<file path="src/rtl/rt_pkg.sv">
// Shared types, constants and codes for the hashed IPv4 route table.
// No dependencies; used by every rtl file.
`timescale 1ns / 1ps

package rt_pkg;

    localparam int DEF_NUM_ROUTES  = 2048;
    localparam int DEF_NUM_BUCKETS = 256;
    localparam logic [15:0] AGE_RESET = 16'd600;

    localparam int IN_W  = 168;
    localparam int OUT_W = 40;

    typedef enum logic [1:0] {
        FN_LOOKUP = 2'd0,
        FN_ADD    = 2'd1,
        FN_DEL    = 2'd2,
        FN_NONE   = 2'd3
    } func_t;

    typedef enum logic [2:0] {
        ST_FOUND     = 3'd0,
        ST_DEFAULT   = 3'd1,
        ST_UPDATED   = 3'd2,
        ST_INSTALLED = 3'd3,
        ST_FULL      = 3'd4,
        ST_DELETED   = 3'd5,
        ST_NOT_FOUND = 3'd6
    } status_t;

    typedef enum logic [1:0] {
        WM_FIND,
        WM_EVICT,
        WM_INSERT
    } walk_t;

    typedef enum logic [3:0] {
        S_CLEAR,
        S_IDLE,
        S_HASH,
        S_HEADQ,
        S_ENT,
        S_ENTQ,
        S_FREE,
        S_FREEQ,
        S_WSLOT,
        S_LINK,
        S_LINK2,
        S_DONE
    } state_t;

    typedef struct packed {
        logic [31:0] dest;
        logic [31:0] mask;
        logic [31:0] gate;
        logic [7:0]  metric;
        logic [31:0] stamp;
    } route_t;

    typedef struct packed {
        logic route;
        logic gate_metric;
        logic stamp;
        logic link;
    } ent_we_t;

    typedef struct packed {
        logic hit;
        logic same_dest;
        logic same_route;
        logic upd;
        logic stamp_ok;
        logic mask_below;
        logic evict;
    } cmp_t;

endpackage

</file>
<file path="src/rtl/rt_cmp.sv">
// Shared compare unit: tests one chain entry against the pending transaction.
// Depends on rt_pkg.
`timescale 1ns / 1ps

module rt_cmp (
    input  rt_pkg::route_t ent,
    input  logic [31:0]    addr,
    input  logic [31:0]    mask,
    input  logic [31:0]    hop,
    input  logic [7:0]     cost,
    input  logic [31:0]    now,
    input  logic [15:0]    age_limit,
    output rt_pkg::cmp_t   res
);

    logic [31:0] age;
    logic        stale;

    assign age   = now - ent.stamp;
    assign stale = age > {16'd0, age_limit};

    always_comb
    begin
        res.hit        = (addr & ent.mask) == ent.dest;
        res.same_dest  = ent.dest == addr;
        res.same_route = (ent.dest == addr) && (ent.mask == mask);
        res.upd        = (cost < ent.metric) || stale;
        res.stamp_ok   = res.upd || (ent.gate == hop);
        res.mask_below = ent.mask < mask;
        res.evict      = stale && (ent.metric != 8'd0);
    end

endmodule

</file>
<file path="config.mk">
export PLATFORM = sky130hd
export DESIGN_NAME = rt_cmp
export DESIGN_NICKNAME = d
export VERILOG_FILES = /design/src/rtl/rt_pkg.sv /design/src/rtl/rt_cmp.sv
export SDC_FILE = /design/constraint.sdc
export NUM_CORES = 1
export LEC_CHECK = 0
export ABC_AREA = 1
export CORE_UTILIZATION = 25
export DETAILED_ROUTE_END_ITERATION = 6
export DONT_BUFFER_PORTS = 1
export GPL_ROUTABILITY_DRIVEN = 1
export PLACE_DENSITY = 0.42
export SYNTH_ARGS = -nofsm -noshare
export SYNTH_HDL_FRONTEND = slang
export SYNTH_SLANG_ARGS = --single-unit
</file>
<file path="constraint.sdc">
create_clock -name vclk -period 2.9
set_clock_uncertainty 0.1 [all_clocks]
set_input_delay 0.29 -clock vclk [all_inputs]
set_output_delay 0.29 -clock vclk [all_outputs]
set_load 0.03 [all_outputs]
</file>
==> results of run 1 <==
## metal layers
metal,routed length [microns],GRT usage (%),up-vias
li1,-,-,3389
met1,9530,23.2,2578
met2,9590,30.6,180
met3,1130,2.24,4
met4,61,0.505,0
met5,0,0,-
## cell families (layout without fill, tap and decap cells)
group           after synthesis  after routing  share of synthesized area, %
compound gates              100            100                          11.1
fa+ha+maj                    87             87                          20.0
simple gates                535            535                          41.8
xor+xnor                     55             55                          8.78
buf+inv                     265            340                          18.3
## stage by stage
stage	cells	setup slack [ns]	util, %	setup TNS, ns
finish	1392	-0.286	31.8	-0.807
floorplan	1042	-0.271	-	-0.593
global route	1392	-0.546	31.8	-1.54
CTS	1385	-0.299	31.0	-0.825
global placement	1375	-0.454	29.6	-1.25
detailed placement	1375	-0.459	29.6	-1.29
## power breakdown
part	total, mW	internal, mW	switching (mW)
clock network	0	0	0
logic	1.19	0.530	0.661
registers	0	0	0
## worst max-delay path, stage by stage
cell and delay [ns]:
inv_1 0.04, ha_4 0.26, nand2_1 0.06, nand2_1 0.07, nand2_1 0.06, nand2_1 0.09, a21oi_2 0.15, nand2_2 0.09
xor2_2 0.15, ha_1 0.32, nand2_1 0.07, inv_2 0.07, nand3_2 0.08, nor2_2 0.14, nand3_1 0.08, nand2_1 0.08
nand3_1 0.06, nor2_1 0.10, nand2_1 0.09, nor2_4 0.15, nand4_1 0.12, buf_6 0.17
## worst paths after layout
path	from	end	slack [ns]	cells after the start
min	ent[112]	res[4]	0.88	4
max	ent[8]	res[2]	-0.29	22
## cell usage in the layout, fill, tap and decap left out, types with 9 or more instances in the layout
cell / n
nand3_1: 40
ha_1: 72
xor2_1: 41
nor2_2: 11
o21ai_0: 9
xnor2_1: 12
nor3_1: 9
inv_2: 13
or2_2: 11
inv_1: 250
buf_4: 72
a21oi_1: 44
nand4_1: 24
nand2_1: 310
nor2_1: 69
nand2_2: 27
nor4_1: 10
ha_4: 14
## layout make-up
| cell class | instances | area [sq um] |
|---|---|---|
| Fill cell | 2445 | 14500 |
| Inverter | 264 | 1000 |
| Tap cell | 275 | 344 |
| Timing Repair Buffer | 76 | 586 |
| Multi-Input combinational cell | 777 | 4830 |
## cells in the mapped netlist, drive strengths merged
cell type | instances | area, sq um
o21a | 2 | 15.0
ha | 86 | 1080
nand4 | 24 | 150
o21ai | 12 | 60.1
nor4b | 1 | 8.76
a21oi | 51 | 259
and2 | 2 | 12.5
buf | 1 | 11.3
o22ai | 5 | 31.3
o211ai | 4 | 30.0
nand3 | 48 | 250
xor2 | 43 | 377
or2 | 11 | 68.8
fa | 1 | 20.0
a2111o | 1 | 11.3
xnor2 | 12 | 105
nor2 | 83 | 342
a21boi | 5 | 37.5
nor3 | 10 | 55.1
a2111oi | 7 | 61.3
nand3b | 4 | 30.0
a221oi | 1 | 8.76
a21o | 2 | 15.0
nor4 | 10 | 62.6
o221ai | 1 | 8.76
a211oi | 5 | 37.5
o2111ai | 4 | 35.0
and3 | 1 | 6.26
inv | 264 | 991
nand2 | 341 | 1310
## timing repair
| action | CTS | global route |
|---|---|---|
| resized for setup | 42 | 32 |
| pin swaps | 26 | 20 |
| cloned | 0 | 0 |
| buffers inserted | 10 | 7 |
| endpoints found under the setup margin | 3 | 3 |
==> results.tsv, run 1 <==
stage	metric	value	unit
worst_setup_path	Worst Path Max Fanout	4	
sta	final setup fails	3	
power_and_ir_drop	Tot Pwr	1.19	mW
route	Avg WL per Cell	14.6	microns
power_and_ir_drop	Pleak	3.98	nW
sta	RSZ-0062 raised after global routing	true	
status	status	complete, but fails checks	
cells_and_area	proportion of layout cells with a drive suffix above 1	16.2	%
sta	PnR worst setup slack	-0.286	ns
route	Routed WL	20300	microns
sta	minimum clock period	3.19	ns
worst_setup_path	CP Launch Type	input pin	
worst_setup_path	Critical Path AT	2.80	ns
sta	Slew HR	58.7	%
hold_path	worst hold-check path type	input pin to output pin	
sta	WHS	0.880	ns
place	DP Wirelength	18900	microns
floorplanning	# rows	53	
sta	Hold Fails Final Rpt	0	
floorplanning	Die Height	150	microns
floorplanning	starting density of the core	25.8	%
yosys	Avg Cell Area, Syn	5.27	sq um
floorplanning	Die X	150	microns
global_route	initial antenna violation count	0	
route	routed via count	6151	
yosys	Syn Nets	1417	
floorplanning	area of the core	21300	sq um
global_route	vias in the first global route	5969	
yosys	Syn Std Cell Area	5490	sq um
yosys	Mapped Cells	1042	
place	buffers added on ports	0	
route	Iter 0 DRT Violations	176	
yosys	Yosys cell types	39	
power_and_ir_drop	Max VDD drop	0.0460	mV
cts	Hold-fix buffers, CTS	0	
cells_and_area	nets	1494	
place	placed inst area	6300	sq um
global_route	global-route wire length before repair	30300	microns
worst_setup_path	Setup CP Type	input pin to output pin	
cells_and_area	FF+latch area	0	sq um
sta	fmax	314	MHz
yosys	Seq/Total Area, Yosys	0	%
floorplanning	die area	22500	sq um
cells_and_area	synthesis-to-finish area growth	23.3	%
power_and_ir_drop	PD cells	176	nW/um^2
route	Vias/cell	4.42	
worst_setup_path	CP endpoint kind	output pin	
cells_and_area	sequential cell count	0	
flow_run	maxcap violations	0	
worst_setup_path	Worst EP required	2.51	ns
sta	max-slew violations	0	
global_route	largest net degree at the start of global routing	7	
sta	slew at the pin closest to its max-slew limit	0.604	ns
route	DRT Pass-1 Iters	4	
place	GPL Wtd Cong	0.827	
yosys	warnings from Yosys	0	
sta	post-route clock period utilization	110	%
cells_and_area	# diodes	0	
status	failing checks	negative setup slack	
global_route	Tot GR Track Use	17.2	%
floorplanning	Ports	295	
cells_and_area	post-route cell area	6770	sq um
route	Detail Route Antenna Nets	0	
global_route	total global routing overflow	0	
cells_and_area	Layout clock buffers	0	
route	drc violations	0	
Power figures use the tool's default switching activity.
==> run 2, diff against run 1 <==
--- a/config.mk
+++ b/config.mk
@@ -6,6 +6,7 @@
 export NUM_CORES = 1
 export LEC_CHECK = 0
 export ABC_AREA = 1
+export CORE_ASPECT_RATIO = 1.2
 export CORE_UTILIZATION = 25
 export DETAILED_ROUTE_END_ITERATION = 6
 export DONT_BUFFER_PORTS = 1
==> run 2 against run 1 <==
  * The run still ends with negative setup slack left
  * Worst hold slack lost 0.061 ns
  * Design area shrank 0.80%
  * Fmax shrank 2.3%
  * Clock-buffer cell count is the same
  * Global-route usage shrank 0.053 points
  * Routed wire length shrank 1.2%
  * First-iteration DRC count grew 51%
  * Flip-flop and latch count is the same
  * Sequential share of layout area is the same
  * Core utilization shrank 0.75 points
  * Die area is essentially flat
  * Critical endpoint unchanged
  * Largest power group unchanged
  * Highest routed layer unchanged
==> results.tsv, run 2 (same netlist as run 1, synthesis figures left out) <==
stage	metric	value	unit
place	buffers added on ports	0	
sta	Slew HR	59.9	%
floorplanning	Ports	295	
cells_and_area	post-layout util	31.0	%
sta	WHS	0.818	ns
worst_setup_path	Worst Path Max Fanout	4	
route	Avg WL per Cell	14.4	microns
cells_and_area	most frequent cells in the layout	315 x nand2_1, 257 x inv_1, 74 x ha_1, 74 x buf_4, 67 x nor2_1	
sta	final setup fails	3	
global_route	largest net degree at the start of global routing	7	
route	routed via count	6243	
power_and_ir_drop	Max VDD drop	0.0801	mV
floorplanning	starting density of the core	25.4	%
worst_setup_path	Critical Path AT	2.87	ns
floorplanning	Die X	137	microns
sta	slew at the pin closest to its max-slew limit	0.587	ns
cells_and_area	sequential cell count	0	
sta	fmax	307	MHz
power_and_ir_drop	Pleak	3.99	nW
route	Iter 0 DRT Violations	265	
floorplanning	area of the core	21600	sq um
sta	PnR worst setup slack	-0.361	ns
sta	max-slew violations	0	
global_route	initial antenna violation count	0	
floorplanning	# rows	59	
cells_and_area	# diodes	0	
worst_setup_path	slowest stage delay, CP	0.35	ns
place	DP Wirelength	18700	microns
global_route	vias in the first global route	6023	
power_and_ir_drop	internal power	0.515	mW
worst_setup_path	Slowest-stage cell, CP	fa_2	
sta	RSZ-0062 raised after global routing	true	
place	DP Worst Slack	-0.564	ns
route	Routed WL	20100	microns
global_route	global-route wire length before repair	30300	microns
cells_and_area	filler cell count in the final layout	2496	
worst_setup_path	Cell Chain, Critical Path	inv_12 -> ha_4 -> fa_2 -> inv_2 -> nand3_2 -> nand3_4 -> nand2_2 -> nand2_2 -> buf_4 -> xor2_1 -> ha_1 -> nand2_1 -> o21a_1 -> nand2_1 -> nand2_1 -> nand2_1 -> nand2_1 -> nand3_1 -> nor2_1 -> nand2_1 -> nor2_4 -> nand4_1 -> buf_6	
floorplanning	die area	22500	sq um
power_and_ir_drop	Sw Share	55.8	%
cells_and_area	nets	1495	
cells_and_area	Non-Filler Instances	1392	
power_and_ir_drop	P_sw	0.651	mW
cells_and_area	FF+latch area	0	sq um
sta	post-route clock period utilization	112	%
power_and_ir_drop	PD cells	174	nW/um^2
floorplanning	Die Height	164	microns
route	drc violations	0	
worst_setup_path	CP Launch Type	input pin	
worst_setup_path	Worst EP required	2.51	ns
power_and_ir_drop	combinational share of power	100.0	%
hold_path	worst hold-check path type	input pin to output pin	
status	failing checks	negative setup slack	
cells_and_area	Layout clock buffers	0	
sta	Hold Fails Final Rpt	0	
place	cell total after placement	1380	
global_route	total global routing overflow	0	
sta	minimum clock period	3.26	ns
cells_and_area	synthesis-to-finish area growth	22.3	%
status	status	complete, but fails checks	
route	Vias/cell	4.48	
worst_setup_path	CP endpoint kind	output pin	
place	GPL Wtd Cong	0.834	
power_and_ir_drop	sequential fraction of design power	0	%
cells_and_area	proportion of layout cells with a drive suffix above 1	14.7	%
cells_and_area	commonest non-fill, non-tap cell in the layout	nand2_1	
route	Detail Route Antenna Nets	0	
global_route	Tot GR Track Use	17.2	%
worst_setup_path	Critical Path Most Common Cell	nand2_1	
route	DRT Pass-1 Iters	4	
flow_run	maxcap violations	0	
worst_setup_path	Setup CP Type	input pin to output pin	
power_and_ir_drop	Clk network pwr share	0	%
==> run 2: power groups by stage <==
stage	clock (mW)	combinational [mW]	sequential [mW]
floorplan	0	0.743	0
global placement	0	1.08	0
detailed placement	0	1.08	0
CTS	0	1.15	0
global route	0	1.34	0
finish	0	1.17	0
==> run 2: layout make-up <==
type	count	area [sq um]	area share, %
repair buffers	77	589	8.78
multi-input cells	777	4780	71.2
inverters	264	1000	14.9
well taps	274	343	5.11
==> run 2: worst max-delay path, delay by kind of cell <==
| kind | cells | cell delay, ns |
|---|---|---|
| simple gates | 14 | 1.16 |
| buf+inv | 4 | 0.38 |
| xor+xnor | 1 | 0.15 |
| fa+ha+maj | 3 | 0.75 |
| compound gates | 1 | 0.13 |
==> run 2: worst paths after layout <==
kind                  startpoint     end  slack (ns)  cells after the start
worst max-delay path      now[0]  res[2]       -0.36                     23
worst min-delay path     ent[73]  res[6]        0.82                      5
==> run 2: routing by layer <==
layer / part of all wire, % / up-vias / global-route usage [%]
li1: - / 3390 / -
met1: 42 / 2657 / 20.7
met2: 51 / 182 / 32.5
met3: 6.0 / 14 / 2.65
met4: 1.2 / 0 / 1.75
met5: 0 / - / 0
==> run 2: repair_timing <==
item	4_1_cts	5_1_grt
setup endpoints to repair	3	3
gates cloned	0	0
resized for setup	40	16
pin swaps	21	11
buffers inserted	8	4
hold buffers	0	0
==> run 2: stage by stage <==
| step | total power [mW] | TNS, ns | area (sq um) |
|---|---|---|---|
| after CTS | 1.15 | -0.967 | 6630 |
| after global routing | 1.34 | -1.86 | 6710 |
| after global placement | 1.08 | -1.85 | 6340 |
| after detailed placement | 1.08 | -1.63 | 6340 |
| final | 1.17 | -0.955 | 6710 |
| after floorplan | 0.743 | -0.593 | 5530 |
==> run 3, diff against run 2 <==
--- a/config.mk
+++ b/config.mk
@@ -11,7 +11,7 @@
 export DETAILED_ROUTE_END_ITERATION = 6
 export DONT_BUFFER_PORTS = 1
 export GPL_ROUTABILITY_DRIVEN = 1
-export PLACE_DENSITY = 0.42
+export PLACE_DENSITY = 0.4
 export SYNTH_ARGS = -nofsm -noshare
 export SYNTH_HDL_FRONTEND = slang
 export SYNTH_SLANG_ARGS = --single-unit
==> constraint.sdc (replaced) <==
create_clock -name vclk -period 3.2
set_clock_uncertainty 0.1 [all_clocks]
set_input_delay 0.32 -clock vclk [all_inputs]
set_output_delay 0.32 -clock vclk [all_outputs]
set_load 0.03 [all_outputs]
==> run 3 against run 2 <==
  * The flow still finishes with violations (negative setup slack)
  * Routed wire length decreased by 0.28%
  * Flip-flop and latch count unchanged
  * Worst hold slack better by 0.058 ns
  * Clock-buffer cell count stayed put
  * First-iteration DRC count down 36%
  * Total power down 6.7%
  * Setup slack gained 0.20 ns
  * Critical path type unchanged
  * Largest power group unchanged
==> results.tsv, run 3 (same netlist as run 1, synthesis figures left out) <==
stage	metric	value	unit
sta	WHS	0.876	ns
global_route	largest net degree at the start of global routing	8	
route	Avg WL per Cell	14.4	microns
cells_and_area	synthesis-to-finish area growth	23.6	%
place	DP Worst Slack	-0.481	ns
worst_setup_path	CP Launch Type	input pin	
sta	max-slew violations	0	
floorplanning	area of the core	21600	sq um
place	DP Wirelength	18700	microns
route	Routed WL	20000	microns
hold_path	Worst Hold Launch	ent[73]	
hold_path	Min-Delay Path Depth	5	
sta	post-route clock period utilization	105	%
route	drc violations	0	
sta	Hold Fails Final Rpt	0	
power_and_ir_drop	Sw Share	55.3	%
worst_setup_path	slowest stage delay, CP	0.27	ns
sta	minimum clock period	3.36	ns
floorplanning	Die Height	164	microns
worst_setup_path	worst path bufs/invs	6	
power_and_ir_drop	Clk network pwr share	0	%
power_and_ir_drop	Max VDD drop	0.0775	mV
power_and_ir_drop	PD cells	160	nW/um^2
sta	slew at the pin closest to its max-slew limit	0.661	ns
sta	Slew HR	56.0	%
route	Detail Route Antenna Nets	0	
power_and_ir_drop	internal power	0.486	mW
global_route	met3 usage	2.53	%
hold_path	worst hold-check path type	input pin to output pin	
cells_and_area	filler cell count in the final layout	2487	
hold_path	hold worst-path end	res[6]	
global_route	global-route wire length before repair	30100	microns
cells_and_area	FF+latch area	0	sq um
worst_setup_path	CP endpoint kind	output pin	
worst_setup_path	Slowest-stage cell, CP	ha_4	
worst_setup_path	Critical Path Most Common Cell	nand2_1	
route	Iter 0 DRT Violations	170	
cells_and_area	# diodes	0	
sta	fmax	297	MHz
floorplanning	Die X	137	microns
cells_and_area	nets	1494	
global_route	met1 GRT Util	20.2	%
worst_setup_path	CP delay by family, top	simple AND/OR/NAND/NOR gates	
cells_and_area	commonest non-fill, non-tap cell in the layout	nand2_1	
power_and_ir_drop	sequential fraction of design power	0	%
floorplanning	Ports	295	
floorplanning	starting density of the core	25.4	%
cells_and_area	most frequent cells in the layout	310 x nand2_1, 257 x inv_1, 72 x ha_1, 72 x buf_4, 68 x nor2_1	
power_and_ir_drop	Pleak	3.99	nW
sta	final setup fails	3	
status	failing checks	negative setup slack	
worst_setup_path	Setup CP Type	input pin to output pin	
route	Vias/cell	4.50	
global_route	initial antenna violation count	0	
sta	PnR worst setup slack	-0.163	ns
status	status	complete, but fails checks	
floorplanning	# rows	59	
route	routed via count	6264	
worst_setup_path	Cell Chain, Critical Path	inv_1 -> ha_4 -> buf_4 -> nand3_2 -> nand3_4 -> buf_4 -> buf_4 -> buf_4 -> xor2_1 -> ha_1 -> nand2_1 -> nor2_2 -> nand2_1 -> nand2_1 -> nand2_1 -> nand2_1 -> nand2_2 -> nand3_2 -> nor2_1 -> nand2_1 -> nor2_4 -> buf_4 -> a21oi_4	
cts	Hold-fix buffers, CTS	0	
global_route	vias in the first global route	5977	
place	buffers added on ports	0	
global_route	GRT Max-Usage Layer	met2	
cells_and_area	proportion of layout cells with a drive suffix above 1	15.8	%
global_route	Tot GR Track Use	17.1	%
route	DRT Pass-1 Iters	7	
cells_and_area	Layout clock buffers	0	
worst_setup_path	Worst EP required	2.78	ns
cells_and_area	sequential cell count	0	
sta	RSZ-0062 raised after global routing	true	
global_route	GR Layer Usage met2	32.7	%
flow_run	maxcap violations	0	
floorplanning	die area	22500	sq um
power_and_ir_drop	combinational share of power	100.0	%
worst_setup_path	Critical Path AT	2.94	ns
power_and_ir_drop	P_sw	0.602	mW
place	GPL Wtd Cong	0.844	
global_route	total global routing overflow	0	
worst_setup_path	Worst Path Max Fanout	7	
## run 3: cell types whose count changed in the layout (fill, tap and decap cells not counted), moves of 2 or more
cell     delta
a21oi_2     +2
ha_1        -2
nand2_1     -5
nand3_2     +2
a21oi_1     -3
nand3_1     -3
buf_4       -2
o21ai_2     +2
nand2_2     +4
o21ai_1     -2
## run 3: timing repair
action                                 in CTS  in global routing
setup endpoints to repair                   3                  3
cloned                                      0                  0
buffers inserted                           10                  5
gates resized for setup                    49                 24
endpoints found under the hold margin       0                  0
pin swaps                                  33                 16
## run 3: worst max-delay path by stage
stage / from / end / slack, ns / depth (start not counted)
floorplan: now[0] / res[2] / -0.03 / 24
global placement: ent[10] / res[2] / -0.46 / 23
finish: ent[2] / res[0] / -0.16 / 23
global route: now[0] / res[2] / -0.40 / 25
detailed placement: ent[10] / res[2] / -0.48 / 23
CTS: now[0] / res[2] / -0.18 / 25
## run 3: metal layers
metal | part of all wire [%] | wire length, microns
met4 | 1.3 | 267
met1 | 42 | 8380
met5 | 0 | 0
met3 | 5.2 | 1030
met2 | 52 | 10300
## run 3: final cells by class
| class | count | area, sq um | area share, % |
|---|---|---|---|
| multi-input cells | 777 | 4850 | 71.5 |
| well taps | 274 | 343 | 5.06 |
| repair buffers | 76 | 586 | 8.64 |
| inverters | 264 | 1000 | 14.8 |
## run 3: power groups by stage
stage / Sequential (mW) / Clock (mW) / Combinational [mW]
after global routing: 0 / 0 / 1.25
after detailed placement: 0 / 0 / 0.977
after CTS: 0 / 0 / 1.06
after floorplan: 0 / 0 / 0.673
after global placement: 0 / 0 / 0.979
final: 0 / 0 / 1.09
## run 3: tightest hold or removal path, stage by stage
cell     delay [ns]
nand2_1        0.03
nand4_1        0.07
nor2_1         0.04
nand2_1        0.05
nor2_1         0.14
## run 3: through the flow
step	area [sq um]	instances	setup TNS (ns)	total power, mW	util, %
2_1_floorplan	5530	1042	-0.0313	0.673	-
3_3_place_gp	6310	1376	-1.31	0.979	29.2
3_5_place_dp	6310	1376	-1.39	0.977	29.2
4_1_cts	6660	1386	-0.476	1.06	30.8
5_1_grt	6780	1391	-1.06	1.25	31.3
6_report	6780	1391	-0.391	1.09	31.3
